$ cat src/hw/rtl/rbc_pkg.sv
// ----------------------------------------------------------------------------
// rbc_pkg: radix base converter shared definitions
// Widths, beat types and digit/character helper functions.
// ----------------------------------------------------------------------------
package rbc_pkg;

    localparam int VALUE_BITS = 64;
    localparam int OUT_DIGITS = 64;

    localparam int CHAR_W  = 8;
    localparam int BASE_W  = 5;
    localparam int DIGIT_W = 7;
    localparam int RDIG_W  = 4;
    localparam int CNT_W   = $clog2(OUT_DIGITS + 1);
    localparam int ADDR_W  = $clog2(OUT_DIGITS);
    localparam int BIT_W   = $clog2(VALUE_BITS);

    typedef struct packed {
        logic [CHAR_W-1:0] digit_char;
        logic [BASE_W-1:0] source_base;
        logic [BASE_W-1:0] dest_base;
        logic              last_digit;
    } in_beat_t;

    typedef struct packed {
        logic [CHAR_W-1:0] out_char;
        logic              illegal;
        logic              last_out;
    } out_beat_t;

    // char <= '9': char mod 48, else (char mod 65) + 10
    function automatic logic [DIGIT_W-1:0] decode_char(input logic [CHAR_W-1:0] c);
        logic [DIGIT_W-1:0] d;
        if (c < CHAR_W'(48))
            d = DIGIT_W'(c);
        else if (c <= CHAR_W'(57))
            d = DIGIT_W'(c - CHAR_W'(48));
        else if (c < CHAR_W'(65))
            d = DIGIT_W'(c + CHAR_W'(10));
        else if (c < CHAR_W'(130))
            d = DIGIT_W'(c - CHAR_W'(55));
        else if (c < CHAR_W'(195))
            d = DIGIT_W'(c - CHAR_W'(120));
        else
            d = DIGIT_W'(c - CHAR_W'(185));
        return d;
    endfunction

    function automatic logic [BASE_W-1:0] clamp_radix(input logic [BASE_W-1:0] r);
        logic [BASE_W-1:0] o;
        if (r < BASE_W'(2))
            o = BASE_W'(2);
        else if (r > BASE_W'(16))
            o = BASE_W'(16);
        else
            o = r;
        return o;
    endfunction

    function automatic logic [CHAR_W-1:0] digit_to_char(input logic [RDIG_W-1:0] d);
        logic [CHAR_W-1:0] c;
        if (d <= RDIG_W'(9))
            c = CHAR_W'(d) + CHAR_W'(48);
        else
            c = CHAR_W'(d) + CHAR_W'(55);
        return c;
    endfunction

endpackage

$ cat src/hw/rtl/rbc_if.sv
// ----------------------------------------------------------------------------
// rbc_if: radix base converter channel interfaces
// Valid/ready channels for source digit beats and result character beats.
// ----------------------------------------------------------------------------
interface rbc_in_if;
    import rbc_pkg::*;

    logic     valid;
    logic     ready;
    in_beat_t data;

    modport source (output valid, output data, input ready);
    modport sink   (input valid, input data, output ready);
endinterface

interface rbc_out_if;
    import rbc_pkg::*;

    logic      valid;
    logic      ready;
    out_beat_t data;

    modport source (output valid, output data, input ready);
    modport sink   (input valid, input data, output ready);
endinterface

$ cat src/hw/rtl/rbc_ram.sv
// ----------------------------------------------------------------------------
// rbc_ram: generic simple dual-port RAM
// One write port, one read port with registered read data.
// ----------------------------------------------------------------------------
module rbc_ram #(
    parameter int WIDTH = 4,
    parameter int DEPTH = 64
) (
    input  logic                     clk,
    input  logic                     we,
    input  logic [$clog2(DEPTH)-1:0] waddr,
    input  logic [WIDTH-1:0]         wdata,
    input  logic [$clog2(DEPTH)-1:0] raddr,
    output logic [WIDTH-1:0]         rdata
);

    logic [WIDTH-1:0] mem [DEPTH];

    always_ff @(posedge clk)
    begin
        if (we)
        begin
            mem[waddr] <= wdata;
        end
        rdata <= mem[raddr];
    end

endmodule

$ cat src/hw/rtl/radix_base_converter_top.sv
// ----------------------------------------------------------------------------
// radix_base_converter_top: ASCII radix base converter
// Accumulates source digits, then emits the value in the target radix.
// ----------------------------------------------------------------------------
// Usage:
//   digits : one beat per source character, most significant first. The
//            radix fields are latched on the first beat of a number;
//            last_digit closes the number.
//   result : one beat per output character, most significant first, with
//            last_out on the final one; a number holding a digit not below
//            the source radix gives a single beat with illegal set.
// Sequence: non-final digit beats are accepted back to back. The final beat
//   starts conversion: the bit-serial restoring divider produces each result
//   digit (one quotient bit per cycle), then each character goes through the
//   digit RAM read port (S_READ, S_LOAD) and waits in S_SEND for the receiver.
//   digits.ready is low from the final beat until the last result beat.
// Reset: clears the sequencer and number state; radices default to 2.
// Stall: a result beat holds in the output register until result.ready.
// ----------------------------------------------------------------------------
module radix_base_converter_top (
    input  logic clk,
    input  logic rst_n,
    rbc_in_if.sink    digits,
    rbc_out_if.source result
);
    import rbc_pkg::*;

    typedef enum logic [4:0] {
        S_IDLE = 5'b00001,
        S_DIV  = 5'b00010,
        S_READ = 5'b00100,
        S_LOAD = 5'b01000,
        S_SEND = 5'b10000
    } state_t;

    state_t                  state_reg, state_next;
    logic [VALUE_BITS-1:0]   acc_reg, acc_next;
    logic [DIGIT_W-1:0]      hd_reg, hd_next;
    logic [BASE_W-1:0]       sb_reg, sb_next;
    logic [BASE_W-1:0]       db_reg, db_next;
    logic                    in_num_reg, in_num_next;
    logic [VALUE_BITS-1:0]   div_reg, div_next;
    logic [RDIG_W-1:0]       rem_reg, rem_next;
    logic [BIT_W-1:0]        bit_reg, bit_next;
    logic [CNT_W-1:0]        cnt_reg, cnt_next;
    logic [ADDR_W-1:0]       idx_reg, idx_next;
    logic                    out_valid_reg, out_valid_next;
    out_beat_t               out_data_reg, out_data_next;

    logic                    in_fire;
    logic [BASE_W-1:0]       sb_eff;
    logic [DIGIT_W-1:0]      dig;
    logic [DIGIT_W-1:0]      hd_new;
    logic [VALUE_BITS-1:0]   acc_base;
    logic [VALUE_BITS-1:0]   acc_new;
    logic [BASE_W-1:0]       trial;
    logic                    ge;
    logic [BASE_W-1:0]       trial_sub;
    logic [RDIG_W-1:0]       rem_step;
    logic [VALUE_BITS-1:0]   div_step;
    logic                    ram_we;
    logic [RDIG_W-1:0]       ram_rdata;

    assign digits.ready = (state_reg == S_IDLE);
    assign in_fire      = digits.valid && digits.ready;
    assign result.valid = out_valid_reg;
    assign result.data  = out_data_reg;

    // accumulate datapath
    assign sb_eff   = in_num_reg ? sb_reg : clamp_radix(digits.data.source_base);
    assign dig      = decode_char(digits.data.digit_char);
    assign hd_new   = (in_num_reg && (hd_reg > dig)) ? hd_reg : dig;
    assign acc_base = in_num_reg ? acc_reg : '0;
    assign acc_new  = VALUE_BITS'(acc_base * sb_eff) + VALUE_BITS'(dig);

    // restoring divide step, one quotient bit
    assign trial     = {rem_reg, div_reg[VALUE_BITS-1]};
    assign ge        = (trial >= db_reg);
    assign trial_sub = ge ? (trial - db_reg) : trial;
    assign rem_step  = trial_sub[RDIG_W-1:0];
    assign div_step  = {div_reg[VALUE_BITS-2:0], ge};

    assign ram_we = (state_reg == S_DIV) && (bit_reg == BIT_W'(VALUE_BITS - 1));

    rbc_ram #(
        .WIDTH (RDIG_W),
        .DEPTH (OUT_DIGITS)
    ) u_digit_ram (
        .clk   (clk),
        .we    (ram_we),
        .waddr (cnt_reg[ADDR_W-1:0]),
        .wdata (rem_step),
        .raddr (idx_reg),
        .rdata (ram_rdata)
    );

    always_comb
    begin
        state_next     = state_reg;
        acc_next       = acc_reg;
        hd_next        = hd_reg;
        sb_next        = sb_reg;
        db_next        = db_reg;
        in_num_next    = in_num_reg;
        div_next       = div_reg;
        rem_next       = rem_reg;
        bit_next       = bit_reg;
        cnt_next       = cnt_reg;
        idx_next       = idx_reg;
        out_valid_next = out_valid_reg;
        out_data_next  = out_data_reg;

        unique case (state_reg)
            S_IDLE:
            begin
                if (in_fire)
                begin
                    if (!in_num_reg)
                    begin
                        sb_next = sb_eff;
                        db_next = clamp_radix(digits.data.dest_base);
                    end
                    if (!digits.data.last_digit)
                    begin
                        in_num_next = 1'b1;
                        acc_next    = acc_new;
                        hd_next     = hd_new;
                    end
                    else
                    begin
                        in_num_next = 1'b0;
                        acc_next    = '0;
                        hd_next     = '0;
                        if (hd_new >= DIGIT_W'(sb_eff))
                        begin
                            out_data_next  = '{out_char: '0, illegal: 1'b1, last_out: 1'b1};
                            out_valid_next = 1'b1;
                            state_next     = S_SEND;
                        end
                        else
                        begin
                            div_next   = acc_new;
                            rem_next   = '0;
                            bit_next   = '0;
                            cnt_next   = '0;
                            state_next = S_DIV;
                        end
                    end
                end
            end
            S_DIV:
            begin
                div_next = div_step;
                rem_next = rem_step;
                bit_next = bit_reg + BIT_W'(1);
                if (bit_reg == BIT_W'(VALUE_BITS - 1))
                begin
                    cnt_next = cnt_reg + CNT_W'(1);
                    rem_next = '0;
                    bit_next = '0;
                    if ((div_step != '0) && (cnt_reg < CNT_W'(OUT_DIGITS - 1)))
                    begin
                        state_next = S_DIV;
                    end
                    else
                    begin
                        idx_next   = cnt_reg[ADDR_W-1:0];
                        state_next = S_READ;
                    end
                end
            end
            S_READ:
            begin
                state_next = S_LOAD;
            end
            S_LOAD:
            begin
                out_data_next  = '{out_char: digit_to_char(ram_rdata),
                                   illegal:  1'b0,
                                   last_out: (idx_reg == '0)};
                out_valid_next = 1'b1;
                state_next     = S_SEND;
            end
            S_SEND:
            begin
                if (result.ready)
                begin
                    out_valid_next = 1'b0;
                    if (out_data_reg.last_out)
                    begin
                        state_next = S_IDLE;
                    end
                    else
                    begin
                        idx_next   = idx_reg - ADDR_W'(1);
                        state_next = S_READ;
                    end
                end
            end
            default:
            begin
                state_next = S_IDLE;
            end
        endcase
    end

    always_ff @(posedge clk or negedge rst_n)
    begin
        if (!rst_n)
        begin
            state_reg     <= S_IDLE;
            acc_reg       <= '0;
            hd_reg        <= '0;
            sb_reg        <= BASE_W'(2);
            db_reg        <= BASE_W'(2);
            in_num_reg    <= 1'b0;
            bit_reg       <= '0;
            cnt_reg       <= '0;
            idx_reg       <= '0;
            out_valid_reg <= 1'b0;
        end
        else
        begin
            state_reg     <= state_next;
            acc_reg       <= acc_next;
            hd_reg        <= hd_next;
            sb_reg        <= sb_next;
            db_reg        <= db_next;
            in_num_reg    <= in_num_next;
            bit_reg       <= bit_next;
            cnt_reg       <= cnt_next;
            idx_reg       <= idx_next;
            out_valid_reg <= out_valid_next;
        end
    end

    always_ff @(posedge clk)
    begin
        div_reg      <= div_next;
        rem_reg      <= rem_next;
        out_data_reg <= out_data_next;
    end

endmodule

$ cat src/flat_wrapper.sv
// flat-port wrapper written by rule: the top's interface ports become plain ports
module radix_base_converter_top_flat import rbc_pkg::*;
  (clk, rst_n, digits_valid, digits_data, digits_ready, result_valid, result_data, result_ready);
  rbc_in_if digits_i ();
  rbc_out_if result_i ();
  input  logic clk;
  input  logic rst_n;
  input wire logic [$bits(digits_i.valid)-1:0] digits_valid;
  input wire logic [$bits(digits_i.data)-1:0] digits_data;
  output wire logic [$bits(digits_i.ready)-1:0] digits_ready;
  output wire logic [$bits(result_i.valid)-1:0] result_valid;
  output wire logic [$bits(result_i.data)-1:0] result_data;
  input wire logic [$bits(result_i.ready)-1:0] result_ready;
  assign digits_i.valid = digits_valid;
  assign digits_i.data = digits_data;
  assign digits_ready = digits_i.ready;
  assign result_valid = result_i.valid;
  assign result_data = result_i.data;
  assign result_i.ready = result_ready;
  radix_base_converter_top u_core (.clk(clk), .rst_n(rst_n), .digits(digits_i), .result(result_i));
endmodule
$ cat config.mk
export PLATFORM = sky130hd
export DESIGN_NAME = radix_base_converter_top_flat
export DESIGN_NICKNAME = d
export VERILOG_FILES = /design/src/hw/rtl/rbc_pkg.sv /design/src/hw/rtl/rbc_if.sv /design/src/hw/rtl/rbc_ram.sv /design/src/hw/rtl/radix_base_converter_top.sv /design/src/flat_wrapper.sv
export SDC_FILE = /design/constraint.sdc
export NUM_CORES = 1
export LEC_CHECK = 0
export BUFFER_PORTS_ARGS = -buffer_cell sky130_fd_sc_hd__buf_2
export CAP_MARGIN = 0
export CELL_PAD_IN_SITES_DETAIL_PLACEMENT = 1
export CELL_PAD_IN_SITES_GLOBAL_PLACEMENT = 1
export CORE_ASPECT_RATIO = 1.1
export CORE_MARGIN = 8
export CORE_UTILIZATION = 30
export CTS_CLUSTER_DIAMETER = 30
export DETAILED_ROUTE_END_ITERATION = 16
export PLACE_DENSITY_LB_ADDON = 0.1
export SYNTH_ARGS = -nofsm -noshare
export SYNTH_HDL_FRONTEND = slang
export SYNTH_SLANG_ARGS = --single-unit
$ cat constraint.sdc
create_clock -name clk -period 6.5 [get_ports clk]
set_input_delay 0.325 -clock clk [delete_from_list [all_inputs] [get_ports clk]]
set_output_delay 0.325 -clock clk [all_outputs]
set_load 0.01 [all_outputs]
==> results.txt <==
The flow ran to the end, and the final reports show no timing, DRC or antenna violations. The sequential power share is 0.337. Setup repair after global routing left no endpoint under its margin. The die boundary width is 320 microns. The clock drives 444 sinks. The placed wire-length estimate came out at 67600 microns. In this run the cell area of the synthesized design comes to 30600 sq um. The part of the power in the clock network came out at 0.459. The worst min-delay path category is in2reg. The overall via count from detail_route is 21900. The worst setup path is launched from a register. Setup violations remaining at the end of the flow were counted as 0. In the finished design, the share of the clock period the worst path needs comes to 0.925. The share of the Yosys chip area taken by registers is 0.417. The final number of hold-violating endpoints is 0. The total wire length after detailed routing came out at 93100 microns. Counting every instance in the synthesized netlist gives 2757. The data required time of the critical path came out at 6.92 ns. The synthesized netlist contains 85 unique library cells.

The area of the die came out at 112000 sq um. The number of global-route vias before repair is 24700. The slew of the pin with the lowest slew margin is 1.00 ns. TritonCTS built the clock tree.

The number of search-and-repair iterations in the first detailed-routing pass came out at 5. The antenna violation net count after detailed routing is 0. The number of max-cap violations is 0.

The number of fillers in the final layout is 11000. The tree is rooted in a sky130_fd_sc_hd__clkbuf_16. The pin count of the biggest net entering global routing came out at 105. The clock tree buffer depth is 3. For this block, the initial DRC count from the detailed router was 1049. The post-placement setup slack is -0.433 ns. The internal power came out at 8.25 mW. Registers take 12800 sq um. The total core area came out at 102000 sq um. The async set or reset register ratio after synthesis is 0.241.

The initial core utilization is 0.301. The combinational group share of total power came out at 0.204. The number of DRC violations after detailed routing is 0.

Across all hold checks on the routed design, the worst slack comes to 0.0744 ns. The clock latency at the later pin of the worst-skew pair is 0.71 ns. In this run the static leakage power is 16.5 nW. The clock-pin slew on the worst setup and hold paths is 0.05 ns. The floorplan has 123 rows.

The worst clock skew on the final layout came out at 0.0767 ns. The most used flip-flop cell after synthesis is sky130_fd_sc_hd__edfxtp_1. The number of max-slew violations in the final report came out at 0. The final setup slack of the worst path is 0.487 ns. The multi-input gate area in the final layout came out at 16100 sq um.

The number of antenna violations at the first check in global routing is 1. The global placer's final weighted congestion is 0.832. Post-CTS timing repair inserted 0 buffers for setup. The post-synth net total is 3122. The class of the most critical setup path is reg2reg. The power density relative to cell area came out at 336 nW/um^2.

The total power after layout came out at 12.4 mW. The number of port buffers came out at 33. The total number of yosys warnings is 0.

The shortest clock period the worst path allows after layout came out at 6.01 ns. The total I/O pin count came out at 35. The clock buffer count from CTS came out at 118. The number of nets at the end of the flow is 3214. The flip-flop and latch count after synthesis came out at 444. The floorplan die height is 351 microns. Of the total power, the share spent switching nets is 0.333.

The number of vias per cell after detailed routing is 5.06. The post-synthesis area per instance came out at 11.1 sq um. The net switching power is 4.13 mW. The average routed wire per standard cell is 21.5 microns.

The layout-stage area growth over the synthesis result is 20.6%. The relative max-transition margin is 0.330. STA classifies the critical path endpoint as a register.

The largest voltage drop on the vdd net came out at 0.000300 V. The fraction of layout cells with a size suffix above 1 came out at 0.165. The number of H-tree levels is 3. The maximum fanout along the worst path is 53. Across every metal layer, demand over resource in global routing totals 0.167.

The total grt overflow came out at 0. The timing-limited maximum frequency is 0.166 GHz. The share of the core filled with cells in the final layout came out at 0.363. The wire length of the first global-routing pass came out at 148000 microns. The data arrival time of the critical path came out at 6.44 ns.

The number of enable flip-flop cells after synthesis is 333. The number of flip-flops in the largest register came out at 256.
[cells in the mapped netlist, types with 7 or more instances]
cell / count / area (sq um)
sky130_fd_sc_hd__inv_1: 297 / 1110
sky130_fd_sc_hd__o21bai_1: 15 / 113
sky130_fd_sc_hd__mux4_2: 84 / 1890
sky130_fd_sc_hd__ha_1: 156 / 1950
sky130_fd_sc_hd__and2_1: 13 / 81.3
sky130_fd_sc_hd__edfxtp_1: 333 / 10000
sky130_fd_sc_hd__a21o_1: 45 / 338
sky130_fd_sc_hd__nor3b_1: 12 / 90.1
sky130_fd_sc_hd__o21ai_0: 87 / 435
sky130_fd_sc_hd__clkbuf_1: 156 / 586
sky130_fd_sc_hd__nand3b_1: 10 / 75.1
sky130_fd_sc_hd__a21oi_1: 103 / 515
sky130_fd_sc_hd__fa_1: 186 / 3720
sky130_fd_sc_hd__buf_1: 16 / 60.1
sky130_fd_sc_hd__o31ai_1: 11 / 82.6
sky130_fd_sc_hd__nor2_1: 143 / 537
sky130_fd_sc_hd__xor2_1: 24 / 210
sky130_fd_sc_hd__mux2_2: 24 / 270
sky130_fd_sc_hd__a41oi_1: 7 / 61.3
sky130_fd_sc_hd__mux2i_1: 8 / 80.1
sky130_fd_sc_hd__nand2b_1: 19 / 119
sky130_fd_sc_hd__o21a_1: 7 / 52.6
sky130_fd_sc_hd__nand2_1: 222 / 833
sky130_fd_sc_hd__xnor2_1: 40 / 350
sky130_fd_sc_hd__nand4_1: 23 / 144
sky130_fd_sc_hd__nor3_1: 16 / 80.1
sky130_fd_sc_hd__nand3_1: 49 / 245
sky130_fd_sc_hd__and3_1: 291 / 1820
sky130_fd_sc_hd__o211ai_1: 12 / 90.1
sky130_fd_sc_hd__a22o_1: 53 / 464
sky130_fd_sc_hd__nor2b_1: 12 / 75.1
sky130_fd_sc_hd__nor4_1: 24 / 150
sky130_fd_sc_hd__a211oi_1: 8 / 60.1
sky130_fd_sc_hd__a31oi_1: 28 / 175
sky130_fd_sc_hd__dfrtp_1: 104 / 2600
sky130_fd_sc_hd__or3_1: 15 / 93.8
[cells by family after synthesis]
group,after synthesis,share of synthesized area
and+or+nand+nor,872,0.148
buffers and inverters,472,0.0582
AOI/OAI and AO/OA,444,0.0974
DFF,444,0.417
adders and majority gates,342,0.186
muxes,116,0.0733
xor gates and xnor gates,66,0.0198
other,1,0.000123
[metrics by stage]
stage	instances	instance area [sq um]	setup TNS [ns]
2_1_floorplan	2757	30600	0
3_3_place_gp	4093	32800	-1.48
3_5_place_dp	4093	32800	-2.43
4_1_cts	4328	36900	0
5_1_grt	4328	36900	0
6_report	4329	36900	0
[path summary, 6_finish.rpt]
check                                       to                start  slack [ns]  depth (start not counted)
max                         u_core.div_reg[60]    u_core.in_num_reg        0.49                         19
min                           u_core.sb_reg[1]       digits_data[7]        0.07                          3
max reg2reg                 u_core.div_reg[60]    u_core.in_num_reg        0.49                         19
min reg2reg                u_core.result.valid  u_core.result.valid        0.48                          1
max in group asynchronous    u_core.in_num_reg                rst_n        4.90                          3
min in group asynchronous   u_core.acc_reg[58]                rst_n        0.21                          2
[layout make-up]
cell class	instances	share of cell area
Antenna cell	1	0.0000678
Clock buffer	138	0.0842
Clock inverter	86	0.0240
Inverter	297	0.0302
Multi-Input combinational cell	1841	0.437
Sequential cell	444	0.346
Tap cell	1375	0.0466
Timing Repair Buffer	147	0.0320
[power groups by stage]
stage / Clock, mW / Combinational, mW / Sequential [mW]
2_1_floorplan: 0 / 1.56 / 4.00
3_3_place_gp: 0 / 2.51 / 4.21
3_5_place_dp: 0 / 2.59 / 4.22
4_1_cts: 5.82 / 2.60 / 4.17
5_1_grt: 5.95 / 2.83 / 4.21
6_report: 5.68 / 2.53 / 4.17
[repair_timing]
| action | 4_1_cts | 5_1_grt |
|---|---|---|
| gates resized for setup | 0 | 1 |
| hold buffers | 11 | 0 |
| endpoints found under the hold margin | 58 | 0 |
| setup endpoints to repair | 0 | 2 |
[critical path: stages (launching register included)]
cell,delay (ns)
sky130_fd_sc_hd__dfrtp_4,0.58
sky130_fd_sc_hd__buf_12,0.21
sky130_fd_sc_hd__buf_4,0.21
sky130_fd_sc_hd__and3_1,0.18
sky130_fd_sc_hd__fa_1,0.51
sky130_fd_sc_hd__fa_1,0.55
sky130_fd_sc_hd__inv_1,0.06
sky130_fd_sc_hd__fa_1,0.53
sky130_fd_sc_hd__inv_1,0.05
sky130_fd_sc_hd__ha_1,0.44
sky130_fd_sc_hd__nand2_1,0.09
sky130_fd_sc_hd__nor3_1,0.38
sky130_fd_sc_hd__nand2_1,0.13
sky130_fd_sc_hd__a211o_1,0.33
sky130_fd_sc_hd__a2111oi_1,0.56
sky130_fd_sc_hd__buf_4,0.21
sky130_fd_sc_hd__nor3_1,0.06
sky130_fd_sc_hd__o21ai_0,0.23
sky130_fd_sc_hd__xor2_1,0.12
sky130_fd_sc_hd__mux2_2,0.28
[routing by layer]
layer  share of wire  global-route usage
met2            0.51               0.298
met1            0.43               0.207
met4           0.025              0.0504
met5               0                   0
met3           0.034              0.0258
[cells in the final DEF (no fill, tap or decap), types with 28 or more instances in the layout]
master,instances
sky130_fd_sc_hd__a21o_1,45
sky130_fd_sc_hd__a21oi_1,100
sky130_fd_sc_hd__a22o_1,53
sky130_fd_sc_hd__a31oi_1,28
sky130_fd_sc_hd__and3_1,291
sky130_fd_sc_hd__buf_2,32
sky130_fd_sc_hd__buf_4,93
sky130_fd_sc_hd__clkbuf_16,118
sky130_fd_sc_hd__dfrtp_1,97
sky130_fd_sc_hd__edfxtp_1,333
sky130_fd_sc_hd__fa_1,186
sky130_fd_sc_hd__ha_1,156
sky130_fd_sc_hd__inv_1,297
sky130_fd_sc_hd__mux4_2,84
sky130_fd_sc_hd__nand2_1,221
sky130_fd_sc_hd__nand3_1,49
sky130_fd_sc_hd__nor2_1,142
sky130_fd_sc_hd__o21ai_0,87
sky130_fd_sc_hd__xnor2_1,40
Power figures use the tool's default switching activity.
